===== src/design/mrg_pkg.sv =====
// ----------------------------------------------------------------------------
// mrg_pkg
// Shared types and constants of the MRG32k5a random generator: moduli,
// operation codes, queue entry, step operands and step results.
// ----------------------------------------------------------------------------
package mrg_pkg;

    localparam int WORD_W      = 32;
    localparam int HIST_DEPTH  = 5;
    localparam int QUEUE_DEPTH = 4;

    localparam logic [WORD_W-1:0] M1        = 32'd4294949027;
    localparam logic [WORD_W-1:0] M2        = 32'd4294934327;
    localparam logic [WORD_W-1:0] INIT_WORD = 32'd12345;

    typedef logic [WORD_W-1:0] word_t;

    typedef enum logic [1:0] {
        OP_GENERATE = 2'd0,
        OP_CLEAR    = 2'd1,
        OP_ABSORB   = 2'd2
    } op_t;

    typedef enum logic [1:0] {
        ST_IDLE,
        ST_ADD,
        ST_LAUNCH,
        ST_STEP
    } back_state_t;

    typedef struct packed {
        op_t   op;
        word_t seed_word;
    } cmd_t;

    // operands of one step of both recurrences
    typedef struct packed {
        word_t w13;
        word_t w11;
        word_t w10;
        word_t w24;
        word_t w22;
        word_t w20;
    } step_words_t;

    typedef struct packed {
        word_t x1;
        word_t x2;
    } step_result_t;

endpackage


===== src/design/mrg_if.sv =====
// ----------------------------------------------------------------------------
// mrg_cmd_if / mrg_value_if
// Valid/ready channels of the generator: commands in, random values out.
// ----------------------------------------------------------------------------
interface mrg_cmd_if;
    logic                       valid;
    logic                       ready;
    logic [1:0]                 op;
    logic [mrg_pkg::WORD_W-1:0] seed_word;

    modport source (output valid, output op, output seed_word, input ready);
    modport sink   (input valid, input op, input seed_word, output ready);
endinterface



===== src/design/mrg_front.sv =====
// ----------------------------------------------------------------------------
// mrg_front
// Accepts commands, drops the unused op code and queues the rest for the
// back end in a small FIFO.
// ----------------------------------------------------------------------------
module mrg_front (
    input  logic          clk,
    input  logic          rst_n,
    mrg_cmd_if.sink       cmd,
    output logic          q_valid,
    output mrg_pkg::cmd_t q_cmd,
    input  logic          q_pop
);

    localparam int PTR_W = $clog2(mrg_pkg::QUEUE_DEPTH);
    localparam int CNT_W = $clog2(mrg_pkg::QUEUE_DEPTH + 1);

    mrg_pkg::cmd_t    slot_reg [mrg_pkg::QUEUE_DEPTH];
    logic [PTR_W-1:0] wr_ptr_reg;
    logic [PTR_W-1:0] wr_ptr_next;
    logic [PTR_W-1:0] rd_ptr_reg;
    logic [PTR_W-1:0] rd_ptr_next;
    logic [CNT_W-1:0] count_reg;
    logic [CNT_W-1:0] count_next;
    logic             keep;
    logic             push;
    mrg_pkg::cmd_t    entry;

    always_comb
    begin
        case (mrg_pkg::op_t'(cmd.op))
            mrg_pkg::OP_GENERATE,
            mrg_pkg::OP_CLEAR,
            mrg_pkg::OP_ABSORB: keep = 1'b1;
            default:            keep = 1'b0;
        endcase
    end

    assign cmd.ready       = (count_reg != CNT_W'(mrg_pkg::QUEUE_DEPTH));
    assign push            = cmd.valid && cmd.ready && keep;
    assign entry.op        = mrg_pkg::op_t'(cmd.op);
    assign entry.seed_word = cmd.seed_word;

    assign q_valid = (count_reg != '0);
    assign q_cmd   = slot_reg[rd_ptr_reg];

    always_comb
    begin
        wr_ptr_next = wr_ptr_reg;
        rd_ptr_next = rd_ptr_reg;
        if (push)
        begin
            wr_ptr_next = (wr_ptr_reg == PTR_W'(mrg_pkg::QUEUE_DEPTH - 1)) ?
                          '0 : wr_ptr_reg + PTR_W'(1);
        end
        if (q_pop)
        begin
            rd_ptr_next = (rd_ptr_reg == PTR_W'(mrg_pkg::QUEUE_DEPTH - 1)) ?
                          '0 : rd_ptr_reg + PTR_W'(1);
        end
        count_next = count_reg + CNT_W'(push) - CNT_W'(q_pop);
    end

    always_ff @(posedge clk or negedge rst_n)
    begin
        if (!rst_n)
        begin
            wr_ptr_reg <= '0;
            rd_ptr_reg <= '0;
            count_reg  <= '0;
        end
        else
        begin
            wr_ptr_reg <= wr_ptr_next;
            rd_ptr_reg <= rd_ptr_next;
            count_reg  <= count_next;
        end
    end

    always_ff @(posedge clk)
    begin
        if (push)
        begin
            slot_reg[wr_ptr_reg] <= entry;
        end
    end

endmodule


===== src/flat_wrapper.sv =====
// flat-port wrapper written by rule: the top's interface ports become plain ports
module mrg_front_flat 
  (clk, rst_n, q_valid, q_cmd, q_pop, cmd_valid, cmd_op, cmd_seed_word, cmd_ready);
  mrg_cmd_if cmd_i ();
  input  logic clk;
  input  logic rst_n;
  output logic q_valid;
  output mrg_pkg::cmd_t q_cmd;
  input  logic q_pop;
  input wire logic [$bits(cmd_i.valid)-1:0] cmd_valid;
  input wire logic [$bits(cmd_i.op)-1:0] cmd_op;
  input wire logic [$bits(cmd_i.seed_word)-1:0] cmd_seed_word;
  output wire logic [$bits(cmd_i.ready)-1:0] cmd_ready;
  assign cmd_i.valid = cmd_valid;
  assign cmd_i.op = cmd_op;
  assign cmd_i.seed_word = cmd_seed_word;
  assign cmd_ready = cmd_i.ready;
  mrg_front u_core (.clk(clk), .rst_n(rst_n), .cmd(cmd_i), .q_valid(q_valid), .q_cmd(q_cmd), .q_pop(q_pop));
endmodule

===== config.mk =====
export PLATFORM = sky130hd
export DESIGN_NAME = mrg_front_flat
export DESIGN_NICKNAME = d
export VERILOG_FILES = /design/src/design/mrg_pkg.sv /design/src/design/mrg_if.sv /design/src/design/mrg_front.sv /design/src/flat_wrapper.sv
export SDC_FILE = /design/constraint.sdc
export NUM_CORES = 1
export LEC_CHECK = 0
export BUFFER_PORTS_ARGS = -buffer_cell sky130_fd_sc_hd__clkbuf_2
export CELL_PAD_IN_SITES_DETAIL_PLACEMENT = 0
export CELL_PAD_IN_SITES_GLOBAL_PLACEMENT = 1
export CORE_MARGIN = 3
export CORE_UTILIZATION = 53
export CTS_BUF_LIST = sky130_fd_sc_hd__clkbuf_4 sky130_fd_sc_hd__clkbuf_8 sky130_fd_sc_hd__clkbuf_16
export CTS_CLUSTER_SIZE = 40
export DETAILED_ROUTE_END_ITERATION = 6
export GPL_TIMING_DRIVEN = 0
export PLACE_DENSITY = 0.85
export SYNTH_ARGS = -nofsm -noshare
export SYNTH_HDL_FRONTEND = slang
export SYNTH_SLANG_ARGS = --single-unit

===== constraint.sdc =====
create_clock -name clk -period 3.9 [get_ports clk]
set_input_delay 0.78 -clock clk [delete_from_list [all_inputs] [get_ports clk]]
set_output_delay 0.78 -clock clk [all_outputs]
set_load 0.02 [all_outputs]

==> results.cfg, run 1 <==
[sta]
final-hold-violation-count = 0
setup_viol = 0
fin_tns_setup_ns = 0
maxClockFrequency_mhz = 330
finClkSkew_ns = 0.00908
timing.final.ws_setup_ns = 0.868
tightest_slew_ns = 0.940
period_needed_ns = 3.03
drv_slew = 0
rsz0062_at_grt = false
period_share_pct = 77.8
maxSlewHeadroom_pct = 37.3

[placement]
place_congestion = 0.684
numPortBuffers = 73
dpl.hpwl_microns = 5110
dp_slack_ns = 1.34
dp.cells = 422

[finish]
drive_gt1_share_pct = 47.5
antenna_cells = 0
mostFrequentLayoutCells = 136 x edfxtp_1, 73 x clkbuf_2, 34 x mux4_2, 16 x clkbuf_16
layout.cells.non_filler = 453
area.growth.synth_to_final_pct = 21.1
layout_commonest_cell = edfxtp_1
largest_reg_flops = 136
fin_util_pct = 66.2
nNetsFinal = 354

[die]
start_util_pct = 54.7
io-pin-count = 74
fp-row-count = 36
core_sq_mm = 0.00977
die_width_microns = 106
die_area_sq_mm = 0.0113
fp.dieH_microns = 106

[clock_network]
cts_hold_buffers = 0
cts.sinks = 143
h-tree-depth = 4
cts_buffers = 17
clk_latency_ns = 0.50
cts_resized = 0
post_cts_buffers = 0
cts_root_buffer = clkbuf_8
clockBufferDepth = 2
clkTransAtPathRegs_ns = 0.06
cts_tree = done

[route]
drtIter0Drc = 97
drc = 0
vias = 2418
routed_wirelength_microns = 8460
ant_nets = 0
dr.pass1.iters = 4
avgRoutedWirePerCell_microns = 18.7
avgViaCountPerCell = 5.34

[global_route]
grt_pass1_vias = 2580
grt_max_degree = 35
grt_pass1_wl_microns = 13300
antenna_found_initial = 0
grt_overflow = 0
grtUsageTotal_pct = 16.3

[yosys]
yosysWarnings = 0
synth.avg_cell_area_sq_um = 24.7
ys_ff_latch = 143
netlist_area_sq_mm = 0.00534
synthDistinctLibCells = 20
yosysSeqAreaShare_pct = 79.7
synth_fp_nets = 262
syn_inst = 216

[worst_setup_path]
slowest_stage = mux4_2
crit_arrival_ns = 2.25
cp_common_cell = buf_2
cp.required_ns = 3.12
crit_path_cell_trace = buf_2 > buf_2 > mux4_2 > clkbuf_2
crit_type = flop to primary output
worst-path-max-fanout = 10
critPathLaunchType = flop
cp_slowest_stage_delay_ns = 0.56
r2r_slack_ns = 1.84
cp-end-kind = primary output
ff2ff_path_depth = 4

[power_and_ir_drop]
finalPower_w = 0.00514
p_leak_nw = 2.31
powerDensity_mw_per_mm2 = 794
peakVddDrop_mv = 0.367

[flow_run]
drv_cap = 0

[hold_path]
hold_path.class = primary input to asynchronous set/reset pin

[run_status]
status = finished, final reports clean
-- critical path: cells and delay by family (launching register included) --
kind | cells | cell delay (ns)
buffers and inverters | 3 | 0.84
multiplexers | 1 | 0.56
flip-flops | 1 | 0.34
-- worst paths after layout --
kind / startpoint / end
max in group asynchronous: rst_n / u_core.rd_ptr_reg[1]$_DFFE_PN0P_
min in group clk: cmd_seed_word[28] / u_core.slot_reg[2][28]$_DFFE_PP_
min reg2reg: u_core.count_reg[2]$_DFF_PN0_ / u_core.count_reg[2]$_DFF_PN0_
min: rst_n / u_core.count_reg[2]$_DFF_PN0_
max: u_core.rd_ptr_reg[0]$_DFFE_PN0P_ / q_cmd[26]
max reg2reg: u_core.count_reg[2]$_DFF_PN0_ / u_core.slot_reg[0][17]$_DFFE_PP_
-- area by class of cell --
cell class / instances / area (sq um)
Sequential cell: 143 / 4260
Clock buffer: 18 / 422
Clock inverter: 13 / 171
Inverter: 6 / 22.5
Fill cell: 642 / 3310
Timing Repair Buffer: 73 / 365
Tap cell: 133 / 166
Buffer: 9 / 53.8
Multi-Input combinational cell: 58 / 1010
-- where the power goes --
part	internal (W)	switching, W	total [W]	leakage, nW
registers	0.00197	0.0000744	0.00204	1.32
clock network	0.00103	0.000561	0.00159	0.289
logic	0.000635	0.000866	0.00150	0.697
total	0.00364	0.00150	0.00514	2.31
-- cell families (layout without fill, tap and decap cells) --
group / Yosys count / after routing / synth area share, %
flops: 143 / 143 / 79.7
mux: 38 / 38 / 15.3
buf+inv: 15 / 119 / 1.43
simple gates: 10 / 10 / 1.19
fa+ha+maj: 8 / 8 / 2.01
xor+xnor: 2 / 2 / 0.328
-- Yosys cell counts, drive strengths merged --
library cell / instances / area, sq um
or3: 1 / 7.51
nand2: 1 / 3.75
mux2: 4 / 52.6
and3: 1 / 6.26
or3b: 1 / 8.76
mux4: 34 / 766
dfrtp: 7 / 175
and2: 4 / 30.0
ha: 7 / 87.6
xnor2: 2 / 17.5
nor2: 2 / 7.51
clkbuf: 1 / 3.75
buf: 8 / 50.0
inv: 6 / 22.5
fa: 1 / 20.0
edfxtp: 136 / 4080
-- layer usage --
layer | track usage (%) | vias up | share of wire (%)
met5 | 0 | - | 0
met3 | 5.83 | 6 | 5.8
met4 | 6.11 | 0 | 0.63
met1 | 20.5 | 1261 | 43
met2 | 26.2 | 60 | 51
li1 | - | 1091 | -
-- per-stage QoR --
stage	hold slack [ns]	instance area (sq um)
after global placement	0.468	5870
after global routing	0.0980	6470
after CTS	0.0812	6470
after floorplan	0.451	5340
after detailed placement	0.511	5870
final	0.103	6470
Note: power is estimated with default switching activity, not from simulation.
==> inputs of run 2 (changes only) <==
--- a/config.mk
+++ b/config.mk
@@ -5,16 +5,17 @@
 export SDC_FILE = /design/constraint.sdc
 export NUM_CORES = 1
 export LEC_CHECK = 0
+export ABC_AREA = 1
 export BUFFER_PORTS_ARGS = -buffer_cell sky130_fd_sc_hd__clkbuf_2
 export CELL_PAD_IN_SITES_DETAIL_PLACEMENT = 0
 export CELL_PAD_IN_SITES_GLOBAL_PLACEMENT = 1
 export CORE_MARGIN = 3
-export CORE_UTILIZATION = 53
+export CORE_UTILIZATION = 47
 export CTS_BUF_LIST = sky130_fd_sc_hd__clkbuf_4 sky130_fd_sc_hd__clkbuf_8 sky130_fd_sc_hd__clkbuf_16
 export CTS_CLUSTER_SIZE = 40
 export DETAILED_ROUTE_END_ITERATION = 6
 export GPL_TIMING_DRIVEN = 0
-export PLACE_DENSITY = 0.85
+export PLACE_DENSITY = 0.81
 export SYNTH_ARGS = -nofsm -noshare
 export SYNTH_HDL_FRONTEND = slang
 export SYNTH_SLANG_ARGS = --single-unit
==> constraint.sdc (replaced) <==
create_clock -name clk -period 2.9 [get_ports clk]
set_input_delay 0.58 -clock clk [delete_from_list [all_inputs] [get_ports clk]]
set_output_delay 0.58 -clock clk [all_outputs]
set_load 0.02 [all_outputs]
==> results.cfg, run 2 <==
[sta]
maxSlewHeadroom_pct = 67.3
whs_ns = 0.383
finClkSkew_ns = 0.00739
maxClockFrequency_mhz = 423
setup_viol = 0
tightest_slew_ns = 0.490
timing.final.ws_setup_ns = 0.534
period_share_pct = 81.6
period_needed_ns = 2.37
drv_slew = 0
rsz0062_at_grt = false
final-hold-violation-count = 0

[worst_setup_path]
cpLargestDelayFamily = buffers and inverters
worst-path-max-fanout = 10
r2r-start = u_core.count_reg[1]$_DFF_PN0_
slowest_stage = dfrtp_1
critPathBufInv = 4
cp.required_ns = 2.32
crit_type = flop to primary output
critPathLaunchType = flop
crit_path_cell_trace = buf_6 > inv_2 > buf_2 > o211ai_1 > nand2_1 > clkbuf_2
cp-end-kind = primary output
cp_slowest_stage_delay_ns = 0.38
crit_path_start = u_core.rd_ptr_reg[1]$_DFFE_PN0P_
crit_arrival_ns = 1.79

[finish]
largest_reg_flops = 136
drive_gt1_share_pct = 23.7
antenna_cells = 0
layout_commonest_cell = edfxtp_1
layout.cells.non_filler = 730
n_fill_cell = 957
mostFrequentLayoutCells = 136 x edfxtp_1, 114 x nand2_1, 83 x inv_1, 73 x clkbuf_2, 68 x o211ai_1
nNetsFinal = 597
area.growth.synth_to_final_pct = 21.9
final_area_sq_mm = 0.00721

[global_route]
grt_pass1_vias = 3450
grt_max_degree = 26
grt_pass1_wl_microns = 17600
grtUsageTotal_pct = 16.8
grt_overflow = 0
antenna_found_initial = 1

[hold_path]
min_from = cmd_seed_word[1]
hold_path.class = primary input to flop

[power_and_ir_drop]
power.share.clock_pct = 29.2
powerDensity_mw_per_mm2 = 1040
intPower_w = 0.00496
switching_share_pct = 33.7
p_comb_share_pct = 34.5
p_leak_nw = 3.02
p_switching_w = 0.00252
seqPwrFrac_pct = 36.3
peakVddDrop_mv = 0.536

[yosys]
yosysTopAreaCell = edfxtp_1
ys_ff_latch = 143
synth_fp_nets = 500
ys_dominant_reg_cell = edfxtp_1
synth.avg_cell_area_sq_um = 13.0
synthDistinctLibCells = 16
syn_inst = 454
netlist_area_sq_mm = 0.00592
synth.top_cell.area_share_pct = 69.0
synthTopCellsByCount = 136 x edfxtp_1, 114 x nand2_1, 83 x inv_1, 68 x o211ai_1, 10 x buf_6
async_reset_ff_share_pct = 4.90
synth_edf_count = 136
ys_top_cells_by_area = edfxtp_1 69%, o211ai_1 8.6%, nand2_1 7.2%
yosysSeqAreaShare_pct = 72.0
yosysMostFrequentCell = edfxtp_1
yosysWarnings = 0

[die]
start_util_pct = 48.7
fp.dieH_microns = 118
io-pin-count = 74
fp-row-count = 40
die_area_sq_mm = 0.0140
core_sq_mm = 0.0122
die_width_microns = 118

[route]
vias = 3576
avgViaCountPerCell = 4.90
avgRoutedWirePerCell_microns = 15.7
drtIter0Drc = 281
drc = 0
routed_wirelength_microns = 11500
ant_nets = 0
dr.pass1.iters = 5

[placement]
place_congestion = 0.731
dp.cells = 699
place_area_sq_mm = 0.00661
dp_slack_ns = 0.541
numPortBuffers = 73
dpl.hpwl_microns = 7360

[clock_network]
clk_latency_ns = 0.41
cts_tree = done
h-tree-depth = 4
cts_root_buffer = clkbuf_16
cts_buffers = 17
cts.sinks = 143
clockBufferDepth = 2
cts_resized = 0
clkTransAtPathRegs_ns = 0.05

[flow_run]
drv_cap = 0

[run_status]
status = finished, final reports clean
-- run 2: cell types whose count changed after synthesis, sizes merged, moves of 8 or more --
cell and change:
buf +8, inv +79, o211ai +68, mux4 -34
nand2 +113
-- run 2: final timing paths --
kind | endpoint | slack (ns) | cells past startpoint
max | q_cmd[5] | 0.53 | 6
min | u_core.slot_reg[2][1]$_DFFE_PP_ | 0.38 | 1
max reg2reg | u_core.slot_reg[3][19]$_DFFE_PP_ | 0.89 | 5
min reg2reg | u_core.wr_ptr_reg[1]$_DFFE_PN0P_ | 0.54 | 2
max in group asynchronous | u_core.rd_ptr_reg[1]$_DFFE_PN0P_ | 2.17 | 2
min in group asynchronous | u_core.wr_ptr_reg[0]$_DFFE_PN0P_ | 0.54 | 2
-- run 2: logic make-up (layout without fill, tap and decap cells) --
| logic type | Yosys count | in the layout | share of synthesized area, % |
|---|---|---|---|
| flops | 143 | 143 | 72.0 |
| simple gates | 125 | 125 | 8.03 |
| buf+inv | 107 | 215 | 9.32 |
| compound gates | 71 | 71 | 8.88 |
| fa+ha+maj | 8 | 8 | 1.82 |
-- run 2: power by group through the flow --
stage               clock network, W  logic (W)  registers, W
finish                       0.00219    0.00258       0.00271
global route                 0.00232    0.00282       0.00274
CTS                          0.00221    0.00263       0.00271
detailed placement                 0    0.00262       0.00275
global placement                   0    0.00249       0.00277
floorplan                          0    0.00172       0.00275
-- run 2: per-layer routing --
layer | share of wire, % | GRT usage [%]
met5 | 0.079 | 0
met2 | 50 | 28.2
met1 | 42 | 20.2
met4 | 1.4 | 6.15
met3 | 6.3 | 5.69
-- run 2: through the flow --
step	total power (W)	TNS (ns)	utilization, %
floorplan	0.00447	0	-
global placement	0.00526	-166.26	53.4
detailed placement	0.00537	0	54.3
CTS	0.00755	0	59.3
global route	0.00789	0	59.3
finish	0.00748	0	59.3
-- run 2: repair_timing --
item                                    in CTS  in global routing
setup buffers                                0                  0
hold buffers                                 1                  0
hold endpoints to repair                     6                  0
endpoints found under the setup margin       0                  0
-- run 2: area by class of cell --
| type | instances | area [sq um] | share of cell area [%] |
|---|---|---|---|
| inverters | 85 | 319 | 4.42 |
| clock buffers | 21 | 455 | 6.31 |
| plain buffers | 22 | 233 | 3.23 |
| well taps | 168 | 210 | 2.91 |
| multi-input cells | 204 | 1140 | 15.8 |
| clock inverters | 9 | 143 | 1.98 |
| repair buffers | 78 | 455 | 6.31 |
| flip-flops and latches | 143 | 4260 | 59.0 |
==> inputs of run 3 (changes only) <==
--- a/config.mk
+++ b/config.mk
@@ -10,12 +10,12 @@
 export CELL_PAD_IN_SITES_DETAIL_PLACEMENT = 0
 export CELL_PAD_IN_SITES_GLOBAL_PLACEMENT = 1
 export CORE_MARGIN = 3
-export CORE_UTILIZATION = 47
+export CORE_UTILIZATION = 42
 export CTS_BUF_LIST = sky130_fd_sc_hd__clkbuf_4 sky130_fd_sc_hd__clkbuf_8 sky130_fd_sc_hd__clkbuf_16
 export CTS_CLUSTER_SIZE = 40
 export DETAILED_ROUTE_END_ITERATION = 6
 export GPL_TIMING_DRIVEN = 0
-export PLACE_DENSITY = 0.81
+export PLACE_DENSITY = 0.77
 export SYNTH_ARGS = -nofsm -noshare
 export SYNTH_HDL_FRONTEND = slang
 export SYNTH_SLANG_ARGS = --single-unit
==> constraint.sdc (replaced) <==
create_clock -name clk -period 1.94 [get_ports clk]
set_input_delay 0.388 -clock clk [delete_from_list [all_inputs] [get_ports clk]]
set_output_delay 0.388 -clock clk [all_outputs]
set_load 0.02 [all_outputs]
==> results.cfg, run 3 (same netlist as run 2, synthesis figures left out) <==
[route]
ant_nets = 0
avgRoutedWirePerCell_microns = 16.6
drtIter0Drc = 256
dr.pass1.iters = 4
avgViaCountPerCell = 4.88
routed_wirelength_microns = 12500
drc = 0
vias = 3688

[placement]
place_congestion = 0.722
dpl.hpwl_microns = 7640
numPortBuffers = 73

[finish]
nNetsFinal = 613
mostFrequentLayoutCells = 136 x edfxtp_1, 93 x nand2_1, 83 x inv_1, 68 x o211ai_1, 44 x clkbuf_2
n_fill_cell = 1061
layout_commonest_cell = edfxtp_1
multi_input_area_sq_mm = 0.00121
fin_util_pct = 58.1
register_area_sq_mm = 0.00426
antenna_cells = 0
largest_reg_flops = 136
area.growth.synth_to_final_pct = 32.5
drive_gt1_share_pct = 29.5

[sta]
maxClockFrequency_mhz = 486
maxSlewHeadroom_pct = 76.2
whs_ns = 0.179
drv_slew = 0
setup_viol = 34
timing.final.ws_setup_ns = -0.118
period_needed_ns = 2.06
rsz0062_at_grt = true
final-hold-violation-count = 0
finClkSkew_ns = 0.00864
tightest_slew_ns = 0.356
period_share_pct = 106

[run_status]
status = finished, violations left
failed_checks = negative setup slack

[clock_network]
clkTransAtPathRegs_ns = 0.06
cts_root_buffer = clkbuf_16
clk_latency_ns = 0.42
clockBufferDepth = 2
h-tree-depth = 4
cts_buffers = 17
cts.sinks = 143
cts_tree = done

[power_and_ir_drop]
switching_share_pct = 33.2
power.share.clock_pct = 26.6
p_leak_nw = 3.27
powerDensity_mw_per_mm2 = 1580
p_switching_w = 0.00411
seqPwrFrac_pct = 32.8
p_comb_share_pct = 40.6
intPower_w = 0.00827
peakVddDrop_mv = 0.906

[global_route]
groute.layer.met3.usage_pct = 5.23
grt_max_degree = 23
antenna_found_initial = 0
grtUsageTotal_pct = 17.0
met2_usage_pct = 28.0
grt_pass1_wl_microns = 19800
use_met1_pct = 20.7
grt_overflow = 0
busiest_layer = met2
grt_pass1_vias = 3717

[die]
io-pin-count = 74
fp.dieH_microns = 125
core_sq_mm = 0.0135
fp-row-count = 42
die_area_sq_mm = 0.0156
die_width_microns = 125
start_util_pct = 43.8

[worst_setup_path]
crit_path_cell_trace = inv_4 > clkbuf_16 > clkbuf_16 > nand2_2 > o211ai_1 > nand2_1 > clkbuf_8
crit_arrival_ns = 1.67
worst-path-max-fanout = 5
cp.required_ns = 1.55
crit_type = flop to primary output
cp-end-kind = primary output
critPathLaunchType = flop
cp_slowest_stage_delay_ns = 0.41
cp_common_cell = clkbuf_16
slowest_stage = dfrtp_1

[flow_run]
drv_cap = 0

[hold_path]
hold_path.class = primary input to flop
[run 3: power groups by stage]
stage	sequential [W]	clock, W	combinational [W]
after floorplan	0.00410	0	0.00258
after global placement	0.00412	0	0.00379
after detailed placement	0.00412	0	0.00397
after CTS	0.00406	0.00336	0.00465
after global routing	0.00410	0.00349	0.00547
final	0.00406	0.00329	0.00503
[run 3: final timing paths]
path                                                   from                                to  slack (ns)  depth (start not counted)
min                                       cmd_seed_word[28]  u_core.slot_reg[3][28]$_DFFE_PP_        0.18                          1
max in group asynchronous                             rst_n  u_core.rd_ptr_reg[0]$_DFFE_PN0P_        1.41                          2
min reg2reg                u_core.wr_ptr_reg[1]$_DFFE_PN0P_  u_core.wr_ptr_reg[1]$_DFFE_PN0P_        0.55                          2
min in group asynchronous                             rst_n     u_core.count_reg[2]$_DFF_PN0_        0.34                          2
max reg2reg                   u_core.count_reg[1]$_DFF_PN0_     u_core.count_reg[1]$_DFF_PN0_        0.13                          8
max                        u_core.rd_ptr_reg[0]$_DFFE_PN0P_                         q_cmd[23]       -0.12                          7
[run 3: per-layer routing]
metal	routed length (microns)	share of wire [%]	vias up
met5	0	0	-
li1	-	-	1805
met3	847	6.8	7
met4	83	0.66	0
met1	5150	41	1771
met2	6430	51	105
[run 3: worst max-delay path, delay by kind of cell, from the launching register on]
family / cells / cell delay [ns]
AND/OR/NAND/NOR: 2 / 0.16
buffers and inverters: 4 / 0.62
AO/OA/AOI/OAI: 1 / 0.07
flip-flops: 1 / 0.41
[run 3: layout make-up]
class                      instances  area share (%)
buffer                            22            4.43
multi-input combinational        204            15.4
timing repair buffer              94            11.2
clock inverter                    14            2.20
sequential                       143            54.3
inverter                          85            4.13
tap                              176            2.81
clock buffer                      18            5.52
[run 3: per-stage QoR]
step           area, sq um  std cells  worst slack (ns)  power (W)  TNS [ns]
2_1_floorplan         5930        454            -0.309    0.00668    -42.00
3_3_place_gp          6520        703             -1.10    0.00791   -147.24
3_5_place_dp          6640        707            -0.306    0.00809    -26.84
4_1_cts               7640        754            -0.169     0.0121     -3.98
5_1_grt               7840        756            -0.184     0.0131     -5.45
6_report              7840        756            -0.118     0.0124     -2.58
[run 3: timing repair]
| item | 4_1_cts | 5_1_grt |
|---|---|---|
| buffers inserted | 7 | 0 |
| endpoints found under the hold margin | 7 | 0 |
| pin swaps | 8 | 16 |
| endpoints found under the setup margin | 160 | 35 |
| gates resized for setup | 31 | 81 |
| gates cloned | 7 | 2 |
| hold buffers | 1 | 0 |
